==> config.mk <==
export PLATFORM = sky130hd
export DESIGN_NAME = psa_scale
export DESIGN_NICKNAME = d
export VERILOG_FILES = /design/src/hdl/psa_pkg.sv /design/src/hdl/psa_scale.sv
export SDC_FILE = /design/constraint.sdc
export NUM_CORES = 2
export LEC_CHECK = 0
export BUFFER_PORTS_ARGS = -buffer_cell sky130_fd_sc_hd__buf_2
export CORE_MARGIN = 2
export CORE_UTILIZATION = 45
export CTS_BUF_LIST = sky130_fd_sc_hd__clkbuf_4 sky130_fd_sc_hd__clkbuf_8
export CTS_CLUSTER_SIZE = 8
export DETAILED_ROUTE_END_ITERATION = 6
export SLEW_MARGIN = 20
export SYNTH_ARGS = -nofsm -noshare
export SYNTH_HDL_FRONTEND = slang
export SYNTH_SLANG_ARGS = --single-unit
==> constraint.sdc <==
create_clock -name clk_i -period 11.25 [get_ports clk_i]
set_input_delay 1.125 -clock clk_i [delete_from_list [all_inputs] [get_ports clk_i]]
set_output_delay 1.125 -clock clk_i [all_outputs]
set_load 0.1 [all_outputs]
==> src/hdl/psa_pkg.sv <==
// Shared constants, types and helpers for the power spectrum accumulator.
// No dependencies; used by every module of the block but psa_ram.
package psa_pkg;

  localparam int unsigned FftSizeDef   = 1024;
  localparam int unsigned AccWidthDef  = 48;
  localparam int unsigned SampleWidth  = 16;
  localparam int unsigned PowerWidth   = 48;
  localparam int unsigned BinIndexW    = 10;
  localparam int unsigned ApbAddrW     = 3;
  localparam int unsigned ApbDataW     = 32;
  localparam int unsigned ScaleWidth   = 32;
  localparam int unsigned SquareWidth  = 2 * SampleWidth;

  // register map, word index
  localparam logic [ApbAddrW-3:0] RegPowerScale = '0;

  localparam logic [ScaleWidth-1:0] PowerScaleReset = '1;
  localparam logic [PowerWidth-1:0] PowerMax        = '1;

  // input word kinds carried on tuser
  localparam logic OpAccumulate = 1'b0;
  localparam logic OpReadClear  = 1'b1;

  // magnitude of a two's complement sample; the most negative value fits unsigned
  function automatic logic [SampleWidth-1:0] sample_mag(input logic [SampleWidth-1:0] s);
    logic [SampleWidth-1:0] neg;
    neg = ~s + 1'b1;
    return s[SampleWidth-1] ? neg : s;
  endfunction

endpackage

==> src/hdl/psa_scale.sv <==
// Readout scaler: accumulator times Q0.32 scale, truncated, saturated to 48 bits.
// Two steps, a 32x32 low product then the upper accumulator bits times the scale; depends on psa_pkg.
module psa_scale
  import psa_pkg::*;
#(
  parameter int unsigned AccWidth = AccWidthDef
) (
  input  logic                  clk_i,
  input  logic                  capture_i,
  input  logic [AccWidth-1:0]   acc_i,
  input  logic [ScaleWidth-1:0] scale_i,
  output logic [PowerWidth-1:0] power_o
);

  localparam int unsigned HiW  = (AccWidth > 32) ? AccWidth - 32 : 1;
  localparam int unsigned SumW = HiW + 32;

  logic [HiW-1:0]  hi_w;
  logic [HiW-1:0]  hi_q;
  logic [63:0]     lo_prod_q;
  logic [SumW-1:0] hi_prod;
  logic [SumW-1:0] total;

  if (AccWidth > 32) begin : g_hi
    assign hi_w = acc_i[AccWidth-1:32];
  end else begin : g_nohi
    assign hi_w = '0;
  end

  always_ff @(posedge clk_i) begin
    if (capture_i) begin
      lo_prod_q <= 64'(acc_i[31:0]) * 64'(scale_i);
      hi_q      <= hi_w;
    end
  end

  assign hi_prod = SumW'(hi_q) * SumW'(scale_i);
  assign total   = hi_prod + SumW'(lo_prod_q[63:32]);
  assign power_o = (64'(total) > 64'(PowerMax)) ? PowerMax : PowerWidth'(total);

endmodule

==> reports/metrics.yaml <==
outcome: "finished, final reports clean"
worstSetupPathDepth: 25
type_of_origin_of_the_critical_path: "primary input"
clockBufferDepth: 2
fraction_of_synthesis_flops_using_an_asynchronous_set_or_reset_pin_pct: 0
total_buffers_and_inverters_traversed_by_the_critical_path: 7
dp.final_hpwl_um: 112000
synth_simple_gate_area_share_pct: 17.0
combinational_family_with_the_most_area_after_synthesis: "adder cells"
placement_rows: 122
die_h_um: 339
die_outline_area_um2: 115000
nets: 7237
finish.utilization_pct: 47.3
ys.warnings.count: 0
largest_net_degree_at_the_start_of_global_routing: 49
htreeDepth: 2
report.final.slew_viol_count: 0
timing.final.hold_violations: 0
cts_root_buf: "clkbuf_8"
io-pin-count: 130
drc: 0
synth_compound_gate_area_share_pct: 3.69
vias: 35900
slowest_delay_ns: 0.57
fraction_of_final_layout_cells_with_drive_strength_greater_than_1_pct: 4.14
post_route_clock_period_utilization_pct: 87.4
ys_ff_latch: 48
ctsResizeCount: 0
cp_slowest_cell: "buf_2"
tritoncts: "done"
fraction_of_synthesized_area_in_multiplexers_pct: 0
final_common_cell: "inv_1"
rsz0062_at_grt: "no"
synth_edf_count: 48
fmax_mhz: 102
numPortBuffers: 129
endpoint_kind: "output port"
clock_sink_count: 48
route.final.wire_length_um: 137000
slew-limit-headroom_pct: 31.0
mostFrequentLayoutCells: "inv_1 (1355), fa_1 (1345), nand2_1 (840), and2_1 (755), ha_1 (382)"
synth_fa_ha_area_share_pct: 62.7
grt.total_usage_pct: 24.8
syn-mean-instance-area_um2: 9.13
max-cap-violations: 0
worstSetupPathType: "primary input to output port"
area_delta_synth_final_pct: 3.99
drtAntennaViolNets: 0
final.fill_count: 10800
worst-endpoint-required_ns: 10.13
vias_per_cell: 5.19
setup-tns-final_ns: 0
ff_latch_area_um2: 1440
detail_route.wl_per_cell_um: 19.7
critical_path.top_delay_family: "adder cells"
cts_inserted_buffers: 5
setup_viol: 0
place_congestion: 0.880
grt_pass1_wl_um: 222000
synth_sequential_area_ratio_pct: 2.85
total_setup_buffers_inserted_after_cts: 0
arrival_ns: 8.71
critPathMaxFanout: 29
clk_pin_slew_ns: 0.12
critPathLaunch: "scale_i[8]"
worst_hold_slack_ns: 0.905
syn_nets: 7346
final_design_area_no_fill_um2: 52600
drt_iter0_markers: 1834
syn-instance-count: 5537
crit_end: "power_o[47]"
placed_cell_area_um2: 52400
initial_util_pct: 45.5
count_of_tritonroute_iterations_in_the_first_routing_pass: 5
timing.hold.worst.class: "primary input to register"
die_width_um: 339
syn-cell-area_um2: 50600
core_area_um2: 111000
grt_overflow_total: 0
multi_input_comb_area_um2: 42900
holdBufCountCts: 0
path_common_cell: "fa_1"
grt_antenna_before_repair: 8
yosys.cell_types.count: 60
postSynth.topFlopCell: "edfxtp_1"
fin_crit_ns: 9.83
post_synth_xor_area_fraction_pct: 1.37
tightestPinTransition_ns: 1.03
number_of_global_route_vias_before_repair: 39600
stage by stage:
step | worst slack, ns | instances
final | 1.42 | 6923
after global routing | 1.02 | 6918
after CTS | 1.36 | 6916
after detailed placement | 1.39 | 6908
after global placement | 1.52 | 6908
after floorplan | 1.06 | 5537
routing by layer:
layer,global-route usage (%),routed length (um),part of all wire (%),vias to the layer above
met5,0,37,0.027,-
met4,5.64,3430,2.5,6
met3,2.33,6840,5.0,173
met2,44.3,70500,52,933
met1,32.5,55900,41,19100
li1,-,-,-,15700
how the worst min path moves through the flow:
| stage | from | to | slack, ns | depth (start not counted) |
|---|---|---|---|---|
| floorplan | acc_i[32] | hi_q[0]$_DFFE_PP_ | 1.22 | 0 |
| global placement | acc_i[45] | hi_q[13]$_DFFE_PP_ | 1.30 | 1 |
| detailed placement | acc_i[45] | hi_q[13]$_DFFE_PP_ | 1.30 | 1 |
| CTS | acc_i[45] | hi_q[13]$_DFFE_PP_ | 0.88 | 1 |
| global route | acc_i[34] | hi_q[2]$_DFFE_PP_ | 0.88 | 1 |
| finish | acc_i[47] | hi_q[15]$_DFFE_PP_ | 0.90 | 1 |
sequential cells by signal, summed over array words and instances (netlist names):
name / cells
lo_prod_q: 32
hi_q: 16
kinds of logic after synthesis:
| kind of cell | after synthesis |
|---|---|
| AOI/OAI and AO/OA | 281 |
| xor gates and xnor gates | 79 |
| adders and majority gates | 1727 |
| buffers and inverters | 1672 |
| DFF | 48 |
| and+or+nand+nor | 1730 |
final cells by class:
| type | instances | share of cell area (%) |
|---|---|---|
| Multi-Input combinational cell | 3817 | 81.5 |
| Inverter | 1355 | 9.67 |
| Tap cell | 1488 | 3.54 |
| Sequential cell | 48 | 2.74 |
| Timing Repair Buffer | 201 | 2.32 |
| Clock buffer | 5 | 0.131 |
| Clock inverter | 3 | 0.0809 |
| Antenna cell | 6 | 0.0286 |
cell usage after synthesis (all sizes together), types with 12 or more instances:
cell type	instances	area (um2)
inv	1355	5090
fa	1345	26900
nand2	840	3150
and2	755	4720
ha	382	4780
clkbuf	302	1130
a21oi	96	488
a21o	57	429
xnor2	51	447
edfxtp	48	1440
nor2	45	169
o21ai	43	219
xor2	28	245
nand3	22	110
buf	15	56.3
nand4	14	87.6
nor2b	13	81.3
o21bai	12	93.8
Power is not shown: default switching activity piles up to over one toggle a cycle in this logic, so the estimate is an artifact.
