$ cat src/hdl/psa_pkg.sv
// Shared constants, types and helpers for the power spectrum accumulator.
// No dependencies; used by every module of the block but psa_ram.
package psa_pkg;

  localparam int unsigned FftSizeDef   = 1024;
  localparam int unsigned AccWidthDef  = 48;
  localparam int unsigned SampleWidth  = 16;
  localparam int unsigned PowerWidth   = 48;
  localparam int unsigned BinIndexW    = 10;
  localparam int unsigned ApbAddrW     = 3;
  localparam int unsigned ApbDataW     = 32;
  localparam int unsigned ScaleWidth   = 32;
  localparam int unsigned SquareWidth  = 2 * SampleWidth;

  // register map, word index
  localparam logic [ApbAddrW-3:0] RegPowerScale = '0;

  localparam logic [ScaleWidth-1:0] PowerScaleReset = '1;
  localparam logic [PowerWidth-1:0] PowerMax        = '1;

  // input word kinds carried on tuser
  localparam logic OpAccumulate = 1'b0;
  localparam logic OpReadClear  = 1'b1;

  // magnitude of a two's complement sample; the most negative value fits unsigned
  function automatic logic [SampleWidth-1:0] sample_mag(input logic [SampleWidth-1:0] s);
    logic [SampleWidth-1:0] neg;
    neg = ~s + 1'b1;
    return s[SampleWidth-1] ? neg : s;
  endfunction

endpackage

$ cat src/hdl/psa_cfg.sv
// APB register block holding the readout scale.
// Depends on psa_pkg.
module psa_cfg
  import psa_pkg::*;
(
  input  logic                  clk_i,
  input  logic                  rst_ni,
  input  logic                  psel,
  input  logic                  penable,
  input  logic                  pwrite,
  input  logic [ApbAddrW-1:0]   paddr,
  input  logic [ApbDataW-1:0]   pwdata,
  output logic [ApbDataW-1:0]   prdata,
  output logic                  pready,
  output logic [ScaleWidth-1:0] scale_o
);

  logic [ScaleWidth-1:0] scale_q, scale_d;
  logic                  hit;

  // byte offset bits are ignored
  assign hit = (paddr[ApbAddrW-1:2] == RegPowerScale);

  always_comb begin
    scale_d = scale_q;
    if (psel && penable && pwrite && hit) begin
      scale_d = pwdata[ScaleWidth-1:0];
    end
  end

  always_ff @(posedge clk_i or negedge rst_ni) begin
    if (!rst_ni) begin
      scale_q <= PowerScaleReset;
    end else begin
      scale_q <= scale_d;
    end
  end

  assign pready  = 1'b1;
  assign prdata  = hit ? ApbDataW'(scale_q) : '0;
  assign scale_o = scale_q;

endmodule

$ cat config.mk
export PLATFORM = sky130hd
export DESIGN_NAME = psa_cfg
export DESIGN_NICKNAME = d
export VERILOG_FILES = /design/src/hdl/psa_pkg.sv /design/src/hdl/psa_cfg.sv
export SDC_FILE = /design/constraint.sdc
export NUM_CORES = 1
export LEC_CHECK = 0
export BUFFER_PORTS_ARGS = -buffer_cell sky130_fd_sc_hd__buf_2
export CORE_UTILIZATION = 46
export CTS_BUF_LIST = sky130_fd_sc_hd__clkbuf_4 sky130_fd_sc_hd__clkbuf_8
export DETAILED_ROUTE_END_ITERATION = 16
export GPL_TIMING_DRIVEN = 0
export PLACE_DENSITY = 0.95
export SLEW_MARGIN = 20
export SYNTH_ARGS = -nofsm -noshare
export SYNTH_HDL_FRONTEND = slang
export SYNTH_SLANG_ARGS = --single-unit
export TNS_END_PERCENT = 1
$ cat constraint.sdc
create_clock -name clk_i -period 1.3 [get_ports clk_i]
set_clock_uncertainty 0.15 [all_clocks]
set_input_delay 0.13 -clock clk_i [delete_from_list [all_inputs] [get_ports clk_i]]
set_output_delay 0.13 -clock clk_i [all_outputs]
set_load 0.01 [all_outputs]
==> run_results.csv <==
group,metric,value,unit
finish,regArea,841,um2
worst_setup_path,cp.arrival,1.32,ns
place,placed_area,2160,um2
yosys,seq_area_frac_synth,0.527,
finish,largest_reg_flops,32,
timing,fin_crit_sh,1.23,
yosys,ys_top_cells_by_area,"dfstp_2, mux2_4, nor2b_1",
power_and_ir_drop,switching_power,1.17,mW
timing,max_freq,0.624,GHz
global_route,busiest_layer,"met2",
finish,final_area,2890,um2
timing,holdWs,0.0339,ns
clock_network,cts_root_buf,"clkbuf_4",
yosys,ys_ff_latch,32,
floorplan,io_pins,105,
timing,max_slew.worst_pin.slew,0.681,ns
global_route,grtUsageTotal,0.242,
clock_network,cts_htree_levels,2,
global_route,gr-usage-met1,0.244,
timing,setup_ws,-0.302,ns
worst_setup_path,rr_endpoint,"scale_o[14]",
outcome,violations,"setup timing",
yosys,syn_area,1590,um2
timing,finalMaxSlewViolations,0,
detailed_routing,drtIter0Drc,60,
clock_network,numCtsBuffers,5,
yosys,synth_nets,145,
finish,area_growth,81.0,%
outcome,status,"finished, violations left",
timing,rsz0062_at_grt,"yes",
global_route,grt_pass1_wl,6.15,mm
floorplan,row_count,21,
worst_setup_path,end_kind,"output pin",
floorplan,die_y,60.9,um
power_and_ir_drop,seqPwrFrac,0.413,
worst_setup_path,reg2reg_slack,0.26,ns
global_route,overflow,0,
floorplan,dieArea,3700,um2
power_and_ir_drop,swShare,0.305,
global_route,grt_pass1_vias,1355,
power_and_ir_drop,p_leak,1.50,nW
detailed_routing,wl_per_cell,18.6,um
yosys,synth_top_area_frac,0.527,
run,maxCapViolCount,0,
clock_network,cts_tree,"yes",
yosys,synth_enable_flop_cells,0,
power_and_ir_drop,power.share.clock,0.145,
min_path,hold_class,"in2async",
clock_network,cts_buffer_depth,2,
worst_setup_path,startpoint,"scale_o[8]",
worst_setup_path,ff2ff_path_depth,2,
yosys,synth_area_per_cell,15.2,um2
worst_setup_path,r2r-start,"scale_o[14]",
timing,setup_viol,53,
finish,fin_util,0.865,
finish,layout-drive-gt1-share,0.802,
yosys,synth_common_cells,"dfstp_2, nor2b_1, mux2_4",
detailed_routing,vias,1451,
finish,antenna_cells,0,
detailed_routing,first_pass_iters,4,
timing,hold_violations,0,
yosys,yosysWarnings,0,
worst_setup_path,worstPathRequired,1.02,ns
clock_network,insertion_delay,0.34,ns
power_and_ir_drop,power_density,1330,nW/um2
detailed_routing,ant_nets,0,
timing,relSlewSlack,0.546,
clock_network,clkTransAtPathRegs,0.10,ns
finish,multiInputGateArea,781,um2
detailed_routing,wirelength,5.64,mm
worst_setup_path,start_kind,"register",
yosys,async_reset_ff_frac,1.00,
timing,finalSetupTns,-5.92,ns
detailed_routing,drc,0,
power_and_ir_drop,ir_drop,0.000791,V
worst_setup_path,path_max_fanout,3,
place,io_buffers,101,
yosys,syn-instance-count,105,
clock_network,cts.sinks,32,
floorplan,die_w,60.9,um
global_route,grt_use_met2,0.429,
place,gp_congestion,0.677,
floorplan,fp.coreArea,3340,um2
global_route,grt_antenna_before_repair,0,
finish,fill_cells,148,
yosys,synth_top_cell_by_area,"dfstp_2",
place,hpwl,2.54,mm
worst_setup_path,path_class,"reg2out",
global_route,grt_max_degree,33,
finish,nets,298,
yosys,synth_cell_types,9,
global_route,grt_use_met3,0.111,
detailed_routing,drt-vias-per-instance,4.77,
power_and_ir_drop,comb_power_share,0.442,
timing,fin_crit,1.60,ns
floorplan,initial_core_util,0.478,
yosys,synthFlopType,"dfstp_2",
power_and_ir_drop,intPower,2.67,mW
==> power groups by stage <==
stage / Combinational (mW) / Clock (mW) / Sequential [mW]
finish: 1.70 / 0.556 / 1.59
global route: 1.79 / 0.622 / 1.61
CTS: 1.36 / 0.543 / 1.53
detailed placement: 1.11 / 0 / 1.55
global placement: 1.09 / 0 / 1.54
floorplan: 0.544 / 0 / 1.65
==> how the worst max path moves through the flow <==
stage / end / slack (ns) / depth (start not counted)
global route: prdata[8] / -0.35 / 2
detailed placement: scale_o[7] / 0.07 / 4
floorplan: prdata[0] / 0.26 / 1
global placement: scale_o[15] / 0.06 / 4
CTS: prdata[27] / -0.13 / 2
finish: prdata[8] / -0.30 / 2
==> worst max-delay path: stages (launching register included) <==
cell	delay, ns
dfstp_2	0.57
nor2b_1	0.22
buf_2	0.19
==> cells in the final DEF, fill, tap and decap left out <==
cell	netlist	routed
buf_2	0	73
buf_4	1	13
buf_6	3	32
clkbuf_1	3	2
clkbuf_2	0	1
clkbuf_4	0	6
clkinv_2	0	1
conb_1	1	1
dfstp_2	32	32
dlygate4sd3_1	0	32
mux2_2	2	2
mux2_4	30	30
nand4b_4	1	1
nor2b_1	32	16
nor2b_2	0	8
nor2b_4	0	8
==> metal layers <==
| layer | wire length [um] | part of all wire | vias up |
|---|---|---|---|
| met2 | 2820 | 0.50 | 91 |
| met3 | 434 | 0.077 | 21 |
| met1 | 2170 | 0.39 | 687 |
| met4 | 214 | 0.038 | 0 |
| li1 | - | - | 652 |
| met5 | 0 | 0 | - |
==> logic make-up after synthesis <==
family | after synthesis | share of synthesized area
simple gates | 33 | 0.140
buf+inv | 7 | 0.0330
flops | 32 | 0.527
mux | 32 | 0.297
other cells | 1 | 0.00235
==> stage by stage <==
step / total power [mW] / setup WS [ns] / std cells
2_1_floorplan: 2.19 / 0.262 / 105
3_3_place_gp: 2.63 / 0.0631 / 252
3_5_place_dp: 2.67 / 0.0670 / 252
4_1_cts: 3.43 / -0.133 / 299
5_1_grt: 4.02 / -0.355 / 304
6_report: 3.84 / -0.302 / 304
==> layout make-up <==
| type | instances | area share |
|---|---|---|
| plain buffers | 7 | 0.0186 |
| clock buffers | 6 | 0.0156 |
| clock inverters | 1 | 0.00173 |
| multi-input cells | 66 | 0.271 |
| flip-flops and latches | 32 | 0.291 |
| well taps | 46 | 0.0199 |
| repair buffers | 146 | 0.382 |
==> repair_timing <==
item                                    in CTS  in global routing
gates resized for setup                      8                 44
endpoints found under the setup margin      36                 64
hold buffers                                32                  0
setup buffers                                8                  5
pin swaps                                    0                  0
endpoints found under the hold margin       32                  0
(Power assumes the default switching activity.)
