File: config.mk
export PLATFORM = sky130hd
export DESIGN_NAME = psa_ram
export DESIGN_NICKNAME = d
export VERILOG_FILES = /design/src/hdl/psa_ram.sv
export SDC_FILE = /design/constraint.sdc
export NUM_CORES = 1
export LEC_CHECK = 0
export ABC_CLOCK_PERIOD_IN_PS = 4100
export BUFFER_PORTS_ARGS = -buffer_cell sky130_fd_sc_hd__buf_2
export CORE_UTILIZATION = 25
export CTS_CLUSTER_SIZE = 12
export DETAILED_ROUTE_END_ITERATION = 8
export SYNTH_ARGS = -nofsm -noshare
export SYNTH_HDL_FRONTEND = slang
export SYNTH_SLANG_ARGS = --single-unit
File: constraint.sdc
create_clock -name clk_i -period 4.1 [get_ports clk_i]
set_input_delay 1.025 -clock clk_i [delete_from_list [all_inputs] [get_ports clk_i]]
set_output_delay 1.025 -clock clk_i [all_outputs]
set_load 0.01 [all_outputs]
File: src/hdl/psa_ram.sv
// Generic simple dual-port RAM: one write port, one registered read port.
// No dependencies.
module psa_ram #(
  parameter int unsigned Width = 8,
  parameter int unsigned Depth = 16,
  parameter int unsigned AddrW = $clog2(Depth)
) (
  input  logic             clk_i,
  input  logic             we_i,
  input  logic [AddrW-1:0] waddr_i,
  input  logic [Width-1:0] wdata_i,
  input  logic             re_i,
  input  logic [AddrW-1:0] raddr_i,
  output logic [Width-1:0] rdata_o
);

  logic [Width-1:0] mem_q [Depth];
  logic [Width-1:0] rdata_q;

  always_ff @(posedge clk_i) begin
    if (we_i) begin
      mem_q[waddr_i] <= wdata_i;
    end
    if (re_i) begin
      rdata_q <= mem_q[raddr_i];
    end
  end

  assign rdata_o = rdata_q;

endmodule

==> results of run 1 <==
[critical path, delay by kind of cell]
family                 cells  cell delay, ns
AOI/OAI and AO/OA          1            0.21
buffers and inverters      2            0.60
muxes                      1            0.60
and+or+nand+nor            1            0.11
[power breakdown]
group	switching, W	internal (W)	total (W)
logic	0.0000833	0.0000558	0.000139
registers	0.0000100	0.00157	0.00158
clock network	0.000556	0.00113	0.00169
total	0.000649	0.00275	0.00340
[cell usage after synthesis]
cell type,instances
clkdlybuf4s25_2,3
nor3_1,4
buf_4,1
buf_2,3
nand2b_1,2
and2b_1,1
mux4_1,14
mux4_2,18
nor2b_1,1
edfxtp_1,136
buf_6,3
nand2_1,9
or3b_2,1
a22oi_1,16
nand3b_1,2
nand3_1,1
nor2_1,13
and2_1,1
[worst max path at each step]
stage | cells after the start | slack, ns | from | to
5_1_grt | 5 | 1.58 | raddr_i[0] | rdata_o[5]
3_5_place_dp | 5 | 1.22 | raddr_i[0] | rdata_o[5]
4_1_cts | 3 | 1.64 | waddr_i[2] | mem_q[3][3]
3_3_place_gp | 5 | 1.25 | raddr_i[0] | rdata_o[5]
6_report | 5 | 1.70 | raddr_i[0] | rdata_o[5]
2_1_floorplan | 2 | 1.58 | waddr_i[2] | mem_q[0][0]
[registers in the layout, summed over array words and instances (netlist names)]
name     flops
mem_q      128
rdata_o      8
[logic make-up after synthesis]
| logic type | Yosys count |
|---|---|
| buffers and inverters | 10 |
| AOI/OAI and AO/OA | 16 |
| and+or+nand+nor | 35 |
| DFF | 136 |
| muxes | 32 |
[area by class of cell]
class | count | area, sq um
Fill cell | 1933 | 14060
Sequential cell | 136 | 4084
Multi-Input combinational cell | 83 | 1062
Clock buffer | 17 | 425.4
Tap cell | 270 | 337.8
Clock inverter | 15 | 231.5
Timing Repair Buffer | 31 | 167.7
[metrics by stage]
step | utilization | instance area, sq um | power, W
2_1_floorplan | - | 5228 | 0.001684
3_3_place_gp | 0.2775 | 5652 | 0.001743
3_5_place_dp | 0.2775 | 5652 | 0.001749
4_1_cts | 0.3098 | 6309 | 0.003433
5_1_grt | 0.3098 | 6309 | 0.003497
6_report | 0.3098 | 6309 | 0.003403
[per-layer routing]
metal,vias up,global-route usage
met5,-,0
met4,0,0.03333
met3,4,0.03281
met2,91,0.1521
met1,1283,0.1452
li1,1064,-
==> impl_metrics.tcl, run 1 <==
set metrics [dict create \
    slowest_delay_ns 0.60 \
    crit_path_start_kind "input port" \
    tns_ns 0 \
    clockBufferDepth 2 \
    r2r_cells 3 \
    cts.repair.resized 0 \
    min_period_ns 2.402 \
    rrSetupSlack_ns 2.53 \
    grt_overflow 0 \
    syn_area_sq_um 5228 \
    firstDrtPassIters 5 \
    postCtsHoldBufs 0 \
    worstPathArrival_ns 2.55 \
    clk_pin_slew_ns 0.06 \
    die_x_um 146.6 \
    maxClockFrequency_mhz 416.2 \
    min_from "mem_q[14][7]" \
    dp_cells 520 \
    synth-adder-area-share 0 \
    vias_per_cell 4.424 \
    synthDistinctLibCells 18 \
    reg2reg_from "mem_q[6][1]" \
    yosys.area_share.simple 0.03135 \
    ir_drop_uv 299.0 \
    grt_pass1_wl_um 15930 \
    synth_seq_cells 136 \
    cts_sinks 136 \
    synthCells 229 \
    synth_compound_area_frac 0.02298 \
    cts_setup_buffers 0 \
    clk_latency_ns 0.41 \
    synth_xor_area_frac 0 \
    hold_path.class "reg -> reg" \
    setup_slack_ns 1.698 \
    dp_hpwl_um 6831 \
    die_y_um 146.6 \
    worstPathRequired_ns 4.25 \
    whs_endpoint "rdata_o[7]" \
    fin_crit_sh 0.5860 \
    syn_to_final_growth_pct 20.68 \
    maxCapViolations 0 \
    root_buffer "clkbuf_16" \
    avgRoutedWirePerCell_um 19.07 \
    grt_max_degree 33 \
    critPathMaxFanout 14 \
    wl_met3_um 699 \
    start_util 0.2567 \
    m1WireLength_um 4768 \
    top_layer "met4" \
    grt_pass1_vias 2622 \
    final_common_cell "edfxtp_1" \
    io_pins 27 \
    place.gp.congestion 0.7349 \
    layout-drive-gt1-share 0.2801 \
    synthesis.nets 248 \
    diodes 0 \
    slew_headroom 0.3316 \
    yosysWarnings 0 \
    timing.rr.end "rdata_o[1]" \
    core-area_sq_um 20360 \
    yosys-top-cells-area "edfxtp_1 78%, mux4_2 7.8%, mux4_1 7.0%, a22oi_1 2.3%, nor2_1 0.93%" \
    cts_tree "yes" \
    hold_viol 0 \
    final_antenna_net_count 0 \
    dp_slack_ns 1.221 \
    holdPathStages 3 \
    ys_seq_area_frac 0.7812 \
    synth_top_family_by_area "multiplexers" \
    setup_violations 0 \
    drc_errors 0 \
    synth_mux_area_frac 0.1479 \
    synth_top_area_cell "edfxtp_1" \
    num_rows 52 \
    drv_slew 0 \
    rsz0062_at_grt "no" \
    path_class "in -> reg" \
    final_cell_count_no_fill 552 \
    leakagePower_nw 2.045 \
    drt_iter0_drc 175 \
    crit_path_top_delay_cell "mux4_1" \
    htree_num_levels 4 \
    dr_wl_met2_um 4995 \
    die_area_sq_um 21490 \
    grt_usage 0.1037 \
    vias 2442 \
    worstMarginPinSlew_ns 0.9989 \
    final_cell_mix "136 x edfxtp_1, 26 x buf_2, 18 x mux4_2, 17 x clkbuf_16, 16 x a22oi_1" \
    holdWs_ns 0.7678 \
    skew_ns 0.01458 \
    critical_path.cell_chain "buf_2, buf_4, mux4_1, a22oi_1, nand2_1" \
    outcome "finished clean" \
    synth_top_cell_area_share 0.7812 \
    numCtsBuffers 17 \
    cp-end-kind "flip-flop" \
    avgSynthCellArea_sq_um 22.83 \
    portBuffers 26 \
    final_nets 288 \
    cellPowerDensity_nw_per_um2 539.4 \
    antenna_found_initial 0 \
    wirelength_um 10530 \
]
Note: power is estimated with default switching activity, not from simulation.
==> inputs of run 2 (changes only) <==
--- a/config.mk
+++ b/config.mk
@@ -5,7 +5,7 @@
 export SDC_FILE = /design/constraint.sdc
 export NUM_CORES = 1
 export LEC_CHECK = 0
-export ABC_CLOCK_PERIOD_IN_PS = 4100
+export ABC_CLOCK_PERIOD_IN_PS = 2400
 export BUFFER_PORTS_ARGS = -buffer_cell sky130_fd_sc_hd__buf_2
 export CORE_UTILIZATION = 25
 export CTS_CLUSTER_SIZE = 12
==> constraint.sdc (replaced) <==
create_clock -name clk_i -period 2.4 [get_ports clk_i]
set_input_delay 0.6 -clock clk_i [delete_from_list [all_inputs] [get_ports clk_i]]
set_output_delay 0.6 -clock clk_i [all_outputs]
set_load 0.01 [all_outputs]
==> run 2 against run 1 <==
  * Combinational power grew 81%
  * Design area grew 0.73%
  * Worst hold slack lost 0.20 ns
  * Via count grew 0.66%
  * Power grew 59%
  * Flip-flop and latch count is the same
  * Final cell count grew 2.5%
  * Global-route usage grew 0.061 points
  * Non-clock buffer count grew 15
  * Critical endpoint is now rdata_o[3]
  * Sequential power grew 70%
==> impl_metrics.tcl, run 2 (same netlist as run 1, synthesis figures left out) <==
set metrics [dict create \
    fill_cells 1929 \
    postCtsHoldBufs 0 \
    wirelength_um 10410 \
    rsz0062_at_grt "no" \
    skew_ns 0.004511 \
    syn_to_final_growth_pct 21.57 \
    critical_path.cell_chain "buf_2, buf_12, mux4_1, a22oi_1, nand2_1" \
    crit_path_top_delay_cell "mux4_1" \
    worstPathArrival_ns 1.94 \
    dp_hpwl_um 6778 \
    drv_slew 0 \
    swShare 0.2036 \
    slew_headroom 0.4759 \
    hold_path.class "in -> reg" \
    p_clk_frac 0.454 \
    leakagePower_nw 2.100 \
    antenna_found_initial 1 \
    num_rows 52 \
    final_common_cell "edfxtp_1" \
    die_x_um 146.6 \
    path_class "in -> reg" \
    netSwitchingPower_w 0.001099 \
    htree_num_levels 4 \
    maxClockFrequency_mhz 557.4 \
    grt_usage 0.1043 \
    rrSetupSlack_ns 0.84 \
    worstMarginPinSlew_ns 0.7832 \
    die_area_sq_um 21490 \
    cts_tree "yes" \
    drc_errors 0 \
    layout-drive-gt1-share 0.3142 \
    outcome "finished clean" \
    multi_input_area_sq_um 1057 \
    final_cell_mix "136 x edfxtp_1, 26 x buf_2, 18 x mux4_2, 17 x clkbuf_16, 17 x buf_4" \
    clk_pin_slew_ns 0.05 \
    grt_pass1_wl_um 15950 \
    final_antenna_net_count 0 \
    clockBufferDepth 2 \
    min_period_ns 1.794 \
    die_y_um 146.6 \
    hold_viol 0 \
    vias 2458 \
    core-area_sq_um 20360 \
    pwr-share-seq 0.499 \
    vias_per_cell 4.343 \
    root_buffer "clkbuf_16" \
    internal_power_w 0.004298 \
    finalCoreUtilization 0.3121 \
    seq_area_sq_um 4084 \
    cts_sinks 136 \
    worstPathRequired_ns 2.55 \
    cts_setup_buffers 0 \
    cp-end-kind "flip-flop" \
    grt_max_degree 33 \
    maxCapViolations 0 \
    fin_crit_sh 0.7475 \
    top_register "mem_q" \
    numCtsBuffers 17 \
    portBuffers 26 \
    final_nets 303 \
    largest_register_ff_count 128 \
    start_util 0.2567 \
    critPathMaxFanout 16 \
    setup_violations 0 \
    grt_overflow 0 \
    drt_iter0_drc 225 \
    avgRoutedWirePerCell_um 18.40 \
    grt_pass1_vias 2564 \
    place.gp.congestion 0.6812 \
    cellPowerDensity_nw_per_um2 849.2 \
    crit_path_start_kind "input port" \
    comb_power_share 0.047 \
    tns_ns 0 \
    io_pins 27 \
    cts.repair.resized 0 \
    firstDrtPassIters 4 \
    slowest_delay_ns 0.56 \
    clk_latency_ns 0.41 \
    diodes 0 \
    ir_drop_uv 524.6 \
]
==> run 2: area by class of cell <==
class / count / area share
Multi-Input combinational cell: 83 / 0.1664
Tap cell: 270 / 0.05316
Clock inverter: 13 / 0.02028
Timing Repair Buffer: 46 / 0.05001
Clock buffer: 18 / 0.06753
Sequential cell: 136 / 0.6426
==> run 2: layer usage <==
| metal | GRT usage | wire [um] |
|---|---|---|
| met1 | 0.1451 | 4806 |
| met2 | 0.1543 | 4778 |
| met3 | 0.03094 | 748 |
| met4 | 0.03646 | 80 |
| met5 | 0 | 0 |
==> run 2: metrics by stage <==
stage / cell area [sq um] / power [W] / instances / worst slack, ns / hold slack (ns)
after floorplan: 5228 / 0.002877 / 229 / 0.3071 / 0.6989
after global placement: 5797 / 0.002991 / 535 / 0.2432 / 0.7261
after detailed placement: 5797 / 0.003001 / 535 / 0.2168 / 0.7369
after CTS: 6355 / 0.005436 / 566 / 0.6018 / 0.5555
after global routing: 6355 / 0.005559 / 566 / 0.5840 / 0.5581
final: 6355 / 0.005397 / 566 / 0.6061 / 0.5635
==> run 2: power by group through the flow <==
stage                     sequential (W)  combinational (W)  clock (W)
after floorplan                  0.00274           0.000135          0
after global routing             0.00270           0.000274    0.00259
after detailed placement         0.00274           0.000256          0
final                            0.00269           0.000251    0.00245
after global placement           0.00274           0.000249          0
after CTS                        0.00270           0.000257    0.00248
==> run 2: final timing paths <==
| kind | startpoint | to | cells past startpoint |
|---|---|---|---|
| max | raddr_i[0] | rdata_o[3] | 5 |
| min | re_i | rdata_o[2] | 1 |
| max reg2reg | mem_q[2][3] | rdata_o[3] | 3 |
| min reg2reg | mem_q[7][1] | rdata_o[1] | 3 |
==> run 2: critical path: cells and delay by family <==
family                 cells  cell delay (ns)
AO/OA/AOI/OAI              1             0.32
multiplexers               1             0.56
AND/OR/NAND/NOR            1             0.12
buffers and inverters      2             0.33
==> inputs of run 3 (changes only) <==
--- a/config.mk
+++ b/config.mk
@@ -5,7 +5,7 @@
 export SDC_FILE = /design/constraint.sdc
 export NUM_CORES = 1
 export LEC_CHECK = 0
-export ABC_CLOCK_PERIOD_IN_PS = 2400
+export ABC_CLOCK_PERIOD_IN_PS = 1600
 export BUFFER_PORTS_ARGS = -buffer_cell sky130_fd_sc_hd__buf_2
 export CORE_UTILIZATION = 25
 export CTS_CLUSTER_SIZE = 12
==> constraint.sdc (replaced) <==
create_clock -name clk_i -period 1.6 [get_ports clk_i]
set_input_delay 0.4 -clock clk_i [delete_from_list [all_inputs] [get_ports clk_i]]
set_output_delay 0.4 -clock clk_i [all_outputs]
set_load 0.01 [all_outputs]
==> run 3 against run 2 <==
  * Final cell count up 1.2%
  * Worst hold slack got worse by 0.20 ns
  * Critical path type unchanged
  * Design area up 0.61%
  * Clock skew rose by 0.0071 ns
  * Largest cell class unchanged
  * Power up 55%
==> impl_metrics.tcl, run 3 (same netlist as run 1, synthesis figures left out) <==
set metrics [dict create \
    outcome "finished clean" \
    vias 2497 \
    clk_pin_slew_ns 0.06 \
    portBuffers 26 \
    clockBufferDepth 2 \
    hold_viol 0 \
    crit_path_start_kind "input port" \
    firstDrtPassIters 4 \
    num_rows 52 \
    fill_cells 1944 \
    vias_per_cell 4.358 \
    grt-busiest-layer "met2" \
    setup_slack_ns 0.07732 \
    cp-end-kind "flip-flop" \
    core-area_sq_um 20360 \
    die_x_um 146.6 \
    use_met3 0.02969 \
    diodes 0 \
    postCtsHoldBufs 0 \
    maxClockFrequency_mhz 656.7 \
    dp_hpwl_um 7000 \
    critPathMaxFanout 8 \
    start_util 0.2567 \
    setup_violations 0 \
    cts_tree "yes" \
    drc_errors 0 \
    drt_iter0_drc 218 \
    holdWs_ns 0.3637 \
    htree_num_levels 4 \
    numCtsBuffers 17 \
    skew_ns 0.01163 \
    cellPowerDensity_nw_per_um2 1307 \
    die_area_sq_um 21490 \
    root_buffer "clkbuf_16" \
    final_common_cell "edfxtp_1" \
    hold_path.class "in -> reg" \
    die_y_um 146.6 \
    top_register "mem_q" \
    grt_max_degree 17 \
    grtUsageMet2 0.1483 \
    met1_usage 0.1406 \
    final_cell_mix "136 x edfxtp_1, 31 x mux4_2, 26 x buf_2, 23 x buf_4, 17 x clkbuf_16" \
    final_nets 309 \
    io_pins 27 \
    place.gp.congestion 0.7178 \
    worstPathArrival_ns 1.67 \
    worstMarginPinSlew_ns 0.7879 \
    finalCoreUtilization 0.3140 \
    grt_pass1_vias 2591 \
    post-route-cell-area_sq_um 6394 \
    rsz0062_at_grt "no" \
    fin_crit_sh 0.9517 \
    wirelength_um 10110 \
    largest_register_ff_count 128 \
    worstPathRequired_ns 1.75 \
    cts_sinks 136 \
    total_power_w 0.008354 \
    leakagePower_nw 2.086 \
    antenna_found_initial 0 \
    avgRoutedWirePerCell_um 17.64 \
    cts.repair.resized 0 \
    dpl_cell_area_sq_um 5798 \
    maxCapViolations 0 \
    syn_to_final_growth_pct 22.31 \
    path_class "in -> reg" \
    slew_headroom 0.4736 \
    dp_slack_ns -0.3744 \
    final_antenna_net_count 0 \
    grt_usage 0.1006 \
    cts_setup_buffers 0 \
    ir_drop_uv 664.8 \
    grt_pass1_wl_um 15500 \
    drv_slew 0 \
    grt_overflow 0 \
    clk_latency_ns 0.41 \
    layout-drive-gt1-share 0.3597 \
    min_period_ns 1.523 \
]
run 3: cell types whose count changed in the layout (fill, tap and decap cells not counted), moves of 2 or more:
cell | before | now
clkbuf_1 | 1 | 5
inv_6 | 2 | 0
mux4_1 | 14 | 1
clkinv_2 | 4 | 1
mux4_2 | 18 | 31
bufinv_16 | 2 | 4
buf_4 | 17 | 23
run 3: worst paths after layout:
check / slack, ns / cells after the start / from / end
hold / removal: 0.36 / 1 / re_i / rdata_o[1]
hold reg to reg: 0.74 / 3 / mem_q[14][2] / rdata_o[2]
setup / recovery: 0.08 / 5 / raddr_i[0] / rdata_o[0]
setup reg to reg: 0.15 / 3 / mem_q[2][5] / rdata_o[5]
run 3: per-stage QoR:
stage               instances  setup TNS, ns
floorplan                 229         -1.985
global placement          541         -3.567
detailed placement        541         -4.407
CTS                       573              0
global route              573              0
finish                    573              0
run 3: report_power, final:
group / leakage (nW) / switching, W / internal [W] / total, W
Sequential: 1.24 / 0.0000224 / 0.00402 / 0.00404
Clock: 0.281 / 0.00133 / 0.00259 / 0.00392
Combinational: 0.569 / 0.000220 / 0.000175 / 0.000395
run 3: area by class of cell:
cell class	instances	area [sq um]	share of cell area
Clock buffer	22	444.2	0.06947
Clock inverter	10	151.4	0.02368
Multi-Input combinational cell	83	1013	0.1585
Sequential cell	136	4084	0.6387
Tap cell	270	337.8	0.05284
Timing Repair Buffer	52	362.8	0.05675
run 3: routing by layer:
layer / wire, um / vias up
li1: - / 1090
met1: 4780 / 1331
met2: 4739 / 68
met3: 494 / 8
met4: 93 / 0
met5: 0 / -
run 3: worst max-delay path, stage by stage:
cell	delay, ns
buf_2	0.16
buf_4	0.23
mux4_1	0.56
a22oi_1	0.25
nand2_1	0.08
